--- config.mk ---
export PLATFORM = sky130hd
export DESIGN_NAME = tls_ctrl
export DESIGN_NICKNAME = d
export VERILOG_FILES = /design/src/sv/tls_pkg.sv /design/src/sv/tls_ctrl.sv
export SDC_FILE = /design/constraint.sdc
export NUM_CORES = 1
export LEC_CHECK = 0
export ABC_CLOCK_PERIOD_IN_PS = 1650
export BUFFER_PORTS_ARGS = -buffer_cell sky130_fd_sc_hd__buf_2
export CORE_MARGIN = 2
export CORE_UTILIZATION = 50
export CTS_BUF_LIST = sky130_fd_sc_hd__clkbuf_4 sky130_fd_sc_hd__clkbuf_8
export CTS_CLUSTER_DIAMETER = 150
export CTS_CLUSTER_SIZE = 28
export DETAILED_ROUTE_END_ITERATION = 6
export PLACE_DENSITY_LB_ADDON = 0.05
export SYNTH_ARGS = -nofsm -noshare
export SYNTH_HDL_FRONTEND = slang
export SYNTH_SLANG_ARGS = --single-unit
--- constraint.sdc ---
create_clock -name clock -period 1.65 [get_ports clock]
set_input_delay 0.2475 -clock clock [delete_from_list [all_inputs] [get_ports clock]]
set_output_delay 0.2475 -clock clock [all_outputs]
set_load 0.01 [all_outputs]
--- src/sv/tls_pkg.sv ---
// shared types, codes and field widths of the text line store engine
`default_nettype none

package tls_pkg;

   localparam int OP_W      = 3;
   localparam int LI_W      = 8;
   localparam int COL_W     = 6;
   localparam int CH_W      = 8;
   localparam int ST_W      = 2;
   localparam int LEN_OUT_W = 7;
   localparam int CNT_OUT_W = 9;

   localparam logic [CH_W-1:0] FILL_RESET = 8'd32;

   localparam logic [OP_W-1:0] OP_INS_LINE = 3'd0;
   localparam logic [OP_W-1:0] OP_DEL_LINE = 3'd1;
   localparam logic [OP_W-1:0] OP_INS_CHAR = 3'd2;
   localparam logic [OP_W-1:0] OP_DEL_CHAR = 3'd3;
   localparam logic [OP_W-1:0] OP_WR_CHAR  = 3'd4;
   localparam logic [OP_W-1:0] OP_CLR_LINE = 3'd5;
   localparam logic [OP_W-1:0] OP_RD_CHAR  = 3'd6;
   localparam logic [OP_W-1:0] OP_UNUSED   = 3'd7;

   localparam logic [ST_W-1:0] ST_OK    = 2'd0;
   localparam logic [ST_W-1:0] ST_FULL  = 2'd1;
   localparam logic [ST_W-1:0] ST_RANGE = 2'd2;

   // one datapath step per cycle
   typedef enum logic [4:0] {
      C_NOP, C_LOAD, C_SET_RANGE, C_SET_FULL, C_SCAN,
      C_UP_INIT, C_UP_RD, C_UP_WR, C_INS_LINE, C_BLANK,
      C_TBL_RD, C_TBL_GET, C_DN_INIT, C_DN_RD, C_DN_WR, C_DEL_LINE,
      C_CR_INIT, C_CR_RD, C_CR_WR, C_CL_INIT, C_CL_RD, C_CL_WR,
      C_PUT_CH, C_PUT_FILL, C_LEN_SET, C_CH_RD, C_CH_GET, C_FIN_RD, C_FIN
   } dp_cmd_type;

   typedef struct packed {
      logic [OP_W-1:0] op;
      logic present;
      logic ins_range;
      logic cnt_full;
      logic slot_free;
      logic up_more;
      logic dn_more;
      logic blank_last;
      logic col_gt_len;
      logic len_full;
      logic col_ge_len;
      logic col_ge_lc;
      logic cr_more;
      logic cl_more;
      logic out_free;
   } dp_stat_type;

endpackage

`default_nettype wire

--- src/sv/tls_ctrl.sv ---
// command sequencer of the text line store engine
`default_nettype none

module tls_ctrl (
   input  wire logic                 clock,
   input  wire logic                 reset,
   input  wire logic                 req_valid,
   output logic                      req_ready,
   input  wire tls_pkg::dp_stat_type st,
   output tls_pkg::dp_cmd_type       cmd
);
   import tls_pkg::*;

   typedef enum logic [4:0] {
      S_IDLE, S_DEC, S_SCAN, S_UPI, S_UPCHK, S_UPWR, S_BLANK, S_GET, S_EXEC,
      S_DNCHK, S_DNWR, S_CRCHK, S_CRWR, S_CLCHK, S_CLWR, S_LEN, S_CHGET,
      S_FIN_RD, S_FIN
   } state_type;

   state_type state_ff, state_in;

   assign req_ready = (state_ff == S_IDLE);

   always_comb begin
      state_in = state_ff;
      cmd      = C_NOP;
      case (state_ff)
         S_IDLE: begin
            if (req_valid) begin
               cmd      = C_LOAD;
               state_in = S_DEC;
            end
         end
         S_DEC: begin
            if (st.op == OP_INS_LINE) begin
               if (st.ins_range) begin
                  cmd = C_SET_RANGE;
                  state_in = S_FIN_RD;
               end else if (st.cnt_full) begin
                  cmd = C_SET_FULL;
                  state_in = S_FIN_RD;
               end else begin
                  state_in = S_SCAN;
               end
            end else if (st.op inside {[OP_DEL_LINE:OP_RD_CHAR]}) begin
               if (!st.present) begin
                  cmd = C_SET_RANGE;
                  state_in = S_FIN_RD;
               end else begin
                  cmd = C_TBL_RD;
                  state_in = S_GET;
               end
            end else begin
               state_in = S_FIN_RD;
            end
         end
         S_SCAN: begin
            cmd = C_SCAN;
            if (st.slot_free) begin
               state_in = S_UPI;
            end
         end
         S_UPI: begin
            cmd = C_UP_INIT;
            state_in = S_UPCHK;
         end
         S_UPCHK: begin
            if (st.up_more) begin
               cmd = C_UP_RD;
               state_in = S_UPWR;
            end else begin
               cmd = C_INS_LINE;
               state_in = S_BLANK;
            end
         end
         S_UPWR: begin
            cmd = C_UP_WR;
            state_in = S_UPCHK;
         end
         S_BLANK: begin
            cmd = C_BLANK;
            if (st.blank_last) begin
               state_in = S_FIN_RD;
            end
         end
         S_GET: begin
            cmd = C_TBL_GET;
            state_in = S_EXEC;
         end
         S_EXEC: begin
            state_in = S_FIN_RD;
            case (st.op)
               OP_DEL_LINE: begin
                  cmd = C_DN_INIT;
                  state_in = S_DNCHK;
               end
               OP_INS_CHAR: begin
                  if (st.col_gt_len) begin
                     cmd = C_SET_RANGE;
                  end else if (st.len_full) begin
                     cmd = C_SET_FULL;
                  end else begin
                     cmd = C_CR_INIT;
                     state_in = S_CRCHK;
                  end
               end
               OP_DEL_CHAR: begin
                  if (st.col_ge_len) begin
                     cmd = C_SET_RANGE;
                  end else begin
                     cmd = C_CL_INIT;
                     state_in = S_CLCHK;
                  end
               end
               OP_WR_CHAR: begin
                  if (st.col_ge_lc) begin
                     cmd = C_SET_RANGE;
                  end else begin
                     cmd = C_PUT_CH;
                     state_in = S_LEN;
                  end
               end
               OP_CLR_LINE: begin
                  cmd = C_LEN_SET;
                  state_in = S_BLANK;
               end
               OP_RD_CHAR: begin
                  if (st.col_ge_lc) begin
                     cmd = C_SET_RANGE;
                  end else begin
                     cmd = C_CH_RD;
                     state_in = S_CHGET;
                  end
               end
               default: ;
            endcase
         end
         S_DNCHK: begin
            if (st.dn_more) begin
               cmd = C_DN_RD;
               state_in = S_DNWR;
            end else begin
               cmd = C_DEL_LINE;
               state_in = S_FIN_RD;
            end
         end
         S_DNWR: begin
            cmd = C_DN_WR;
            state_in = S_DNCHK;
         end
         S_CRCHK: begin
            if (st.cr_more) begin
               cmd = C_CR_RD;
               state_in = S_CRWR;
            end else begin
               cmd = C_PUT_CH;
               state_in = S_LEN;
            end
         end
         S_CRWR: begin
            cmd = C_CR_WR;
            state_in = S_CRCHK;
         end
         S_CLCHK: begin
            if (st.cl_more) begin
               cmd = C_CL_RD;
               state_in = S_CLWR;
            end else begin
               cmd = C_PUT_FILL;
               state_in = S_LEN;
            end
         end
         S_CLWR: begin
            cmd = C_CL_WR;
            state_in = S_CLCHK;
         end
         S_LEN: begin
            cmd = C_LEN_SET;
            state_in = S_FIN_RD;
         end
         S_CHGET: begin
            cmd = C_CH_GET;
            state_in = S_FIN_RD;
         end
         S_FIN_RD: begin
            cmd = C_FIN_RD;
            state_in = S_FIN;
         end
         S_FIN: begin
            if (st.out_free) begin
               cmd = C_FIN;
               state_in = S_IDLE;
            end
         end
         default: state_in = S_IDLE;
      endcase
   end

   always_ff @(posedge clock) begin
      if (reset) begin
         state_ff <= S_IDLE;
      end else begin
         state_ff <= state_in;
      end
   end
endmodule

`default_nettype wire

==> implementation parameters <==
Parameter                              Value

Clock network
  CTS Buf Count ... 3
  CTS root buffer ... sky130_fd_sc_hd__clkbuf_4
  Maximum root-to-sink buffer count ... 2
  CTS tree ... done
  Clock Sinks ... 5
  Clock Pin Slew Worst Setup and Hold Paths ... 50 ps
  Clock latency at the later pin of the worst-skew pair ... 240 ps
  Clock H-tree levels ... 1

Placed design
  Post-place instance area ... 1539 um^2
  Detailed placement HPWL ... 3049 um
  Number of buffers inserted by port buffering ... 25
  Placed Cells ... 253
  RePlAce Congestion ... 0.9443

Worst setup path
  Worst Path Class, Setup ... reg -> out
  Launch point of the critical path ... state_ff[1]
  Critical path arrival ... 1710 ps
  Launching element type of the critical path ... register
  CP Buf/Inv Count ... 2
  CP max stage cell ... sky130_fd_sc_hd__or3_4
  CP endpoint ... cmd[1]
  Kind of cell with the highest combined delay on the critical path ... simple AND/OR/NAND/NOR gates
  Worst Path Max Fanout ... 7
  Crit Reg-Reg Startpoint ... state_ff[1]
  Required time of the critical path ... 1400 ps
  Register-to-register setup slack ... -140 ps
  Cell breakdown of the critical path ... or3_4, buf_4, nor2_4, a22oi_1, o211ai_1, buf_2
  Reg-to-reg endpoint ... state_ff[1]
  Critical path's largest stage delay ... 440 ps
  Critical path depth in cells ... 6
  Reg2Reg Depth ... 7
  Crit path capture type ... output port

STA
  Highest clock rate ... 0.5103 GHz
  Worst clock skew ... 3.595 ps
  Final critical-path share of the clock period ... 118.8%
  Setup slack of the critical path after layout ... -309.6 ps
  Hold Fails Final Rpt ... 0
  Transition time of the tightest slew-check pin ... 349.7 ps
  Total Negative Setup Slacks ... -1320 ps
  Headroom to the max-slew limit ... 76.63%
  RSZ-0062 raised after global routing ... yes
  Final Critical Period ... 1960 ps
  Final Slew Violations ... 0
  Count of endpoints failing setup in the final report ... 8

Final layout
  Post-layout net count ... 257
  Final Instance Count excl. Fillers ... 263
  Multi-input gate area in the final layout ... 973.4 um^2
  Register containing the most flip-flops in the final layout ... state_ff
  Register area ... 111.4 um^2
  Diodes inserted ... 0
  Fill cells ... 119
  Number of flip-flops in the largest register ... 5
  Area growth from synthesis to final layout ... 60.56%
  Post-route standard cell area excluding fillers ... 1722 um^2
  Share of post-route cells with drive strength above 1 ... 46.19%
  Largest registers ... state_ff: 5 flops

Global routing
  Global-route wire length before repair ... 7065 um
  Total global-route track usage ... 35.92%
  Met2 track utilization from global routing ... 60.75%
  Most utilized layer in the global route result ... met2
  Global-route track usage on met1 ... 46.84%
  Maximum number of pins on one net before global-route repair ... 13
  GR met3 Demand/Resource ... 2.679%
  Number of global-route vias before repair ... 1555
  Global route overflow ... 0
  Number of antenna violations at the first check in global routing ... 0

Logic synthesis
  Fraction of post-synthesis cell area in the top cell type by area ... 9.335%
  Count of flip-flops with a built-in enable after synthesis ... 0
  Netlist Area Pre-Place ... 1072 um^2
  Commonest register cell after synthesis ... sky130_fd_sc_hd__dfxtp_1
  Synth Area per Inst ... 6.460 um^2
  Synthesized Nets ... 186
  Top cells by count, synth ... 18 x sky130_fd_sc_hd__nor2_1, 15 x sky130_fd_sc_hd__a21oi_1, 10 x sky130_fd_sc_hd__nand2_1, 10 x sky130_fd_sc_hd__o21ai_0, 9 x sky130_fd_sc_hd__inv_1
  Sequential area share after synthesis ... 9.335%
  Area leader, netlist ... sky130_fd_sc_hd__dfxtp_1
  Leading cell type by number of instances after synthesis ... sky130_fd_sc_hd__nor2_1
  Async set or reset register ratio after synthesis ... 0%
  Post-synthesis cell type count ... 51
  Synth warnings ... 0
  Number of synthesized register bits ... 5
  Top cells by area, synth ... sky130_fd_sc_hd__dfxtp_1 9.3%, sky130_fd_sc_hd__a21oi_1 7.0%, sky130_fd_sc_hd__nor2_1 6.3%
  Post-Synthesis Cells ... 166

Floorplanning
  Height of the chip ... 50.31 um
  Top Ports ... 26
  Area enclosed by the die boundary ... 2531 um^2
  Horizontal die dimension ... 50.31 um
  FP Rows ... 16
  Floorplan core area ... 2002 um^2
  Effective utilization at floorplan ... 53.56%

Outcome
  Outcome ... complete, but fails checks
  Failing checks ... negative setup slack

Run
  Maximum capacitance violations ... 0

Min path
  Tightest Hold Check Type ... in -> reg
  Worst hold start ... reset

Route
  DR WL/cell ... 16.85 um
  Number of DRC markers in iteration 0 ... 106
  Mean number of vias per cell ... 6.194
  Total wirelength of the detailed-routed design ... 4432 um
  Remaining design rule violation count ... 0
  Post-DRT Antenna Nets ... 0
  Total number of vias ... 1629
  First drt pass iteration count ... 5

Power and ir drop
  Power consumption ... 2.160 mW
  Worst vdd rail ir drop ... 880.7 uV
  Static leakage ... 0.8096 nW
  Power density cells ... 1255 nW/um^2
==> power by group <==
group	internal, mW	switching [mW]
clock	0.108	0.0534
sequential	0.173	0.0909
combinational	0.890	0.845
==> repair_timing <==
item	CTS	global route
hold endpoints to repair	0	0
resized for setup	14	15
setup endpoints to repair	9	9
buffers inserted	4	2
pin swaps	0	2
hold buffers	0	0
==> cell type report <==
type	count	area share [%]
multi-input combinational	140	56.54
timing repair buffer	78	31.32
sequential	5	6.468
inverter	9	1.962
tap	27	1.962
clock buffer	4	1.744
==> cell usage in the layout (no fill, tap or decap), types with 3 or more instances in the layout <==
| cell type | instances |
|---|---|
| sky130_fd_sc_hd__a21oi_1 | 15 |
| sky130_fd_sc_hd__a31oi_1 | 3 |
| sky130_fd_sc_hd__nor3_1 | 6 |
| sky130_fd_sc_hd__a22oi_1 | 3 |
| sky130_fd_sc_hd__nor3b_1 | 3 |
| sky130_fd_sc_hd__a21o_1 | 3 |
| sky130_fd_sc_hd__o22ai_1 | 3 |
| sky130_fd_sc_hd__inv_1 | 9 |
| sky130_fd_sc_hd__a211o_1 | 4 |
| sky130_fd_sc_hd__nor2_1 | 16 |
| sky130_fd_sc_hd__dfxtp_2 | 3 |
| sky130_fd_sc_hd__buf_4 | 51 |
| sky130_fd_sc_hd__o21ai_0 | 8 |
| sky130_fd_sc_hd__clkbuf_4 | 4 |
| sky130_fd_sc_hd__buf_2 | 25 |
| sky130_fd_sc_hd__nand2_1 | 9 |
| sky130_fd_sc_hd__nand3_1 | 4 |
| sky130_fd_sc_hd__nor2b_1 | 5 |
| sky130_fd_sc_hd__nand2b_1 | 7 |
==> metal layers <==
metal	routed length, um	vias to the layer above	share of wire (%)
met5	0	-	0
met4	216	0	4.9
met3	400	26	9.0
met2	2108	118	48
met1	1706	721	38
li1	-	764	-
==> logic make-up after synthesis <==
kind of cell              count (synthesis)  synth area share (%)
AOI/OAI and AO/OA                        65                 42.71
xor gates and xnor gates                  1                0.8170
buffers and inverters                    21                 8.518
DFF                                       5                 9.335
muxes                                     1                0.9335
and+or+nand+nor                          73                 37.69
==> through the flow <==
step	hold WS (ps)	util, %	setup WS (ps)
after floorplan	312.1	-	38.89
after global placement	481.8	76.88	-178.0
after detailed placement	481.4	76.88	-219.3
after CTS	226.7	81.94	-267.9
after global routing	242.0	86.00	-342.4
final	240.7	86.00	-309.6
==> how the worst min path moves through the flow <==
stage	to	slack (ps)	depth (start not counted)
floorplan	state_ff[4]	310	1
global placement	state_ff[4]	480	2
detailed placement	state_ff[4]	480	2
CTS	state_ff[2]	230	2
global route	state_ff[4]	240	2
finish	state_ff[4]	240	2
Note: power is estimated with default switching activity, not from simulation.
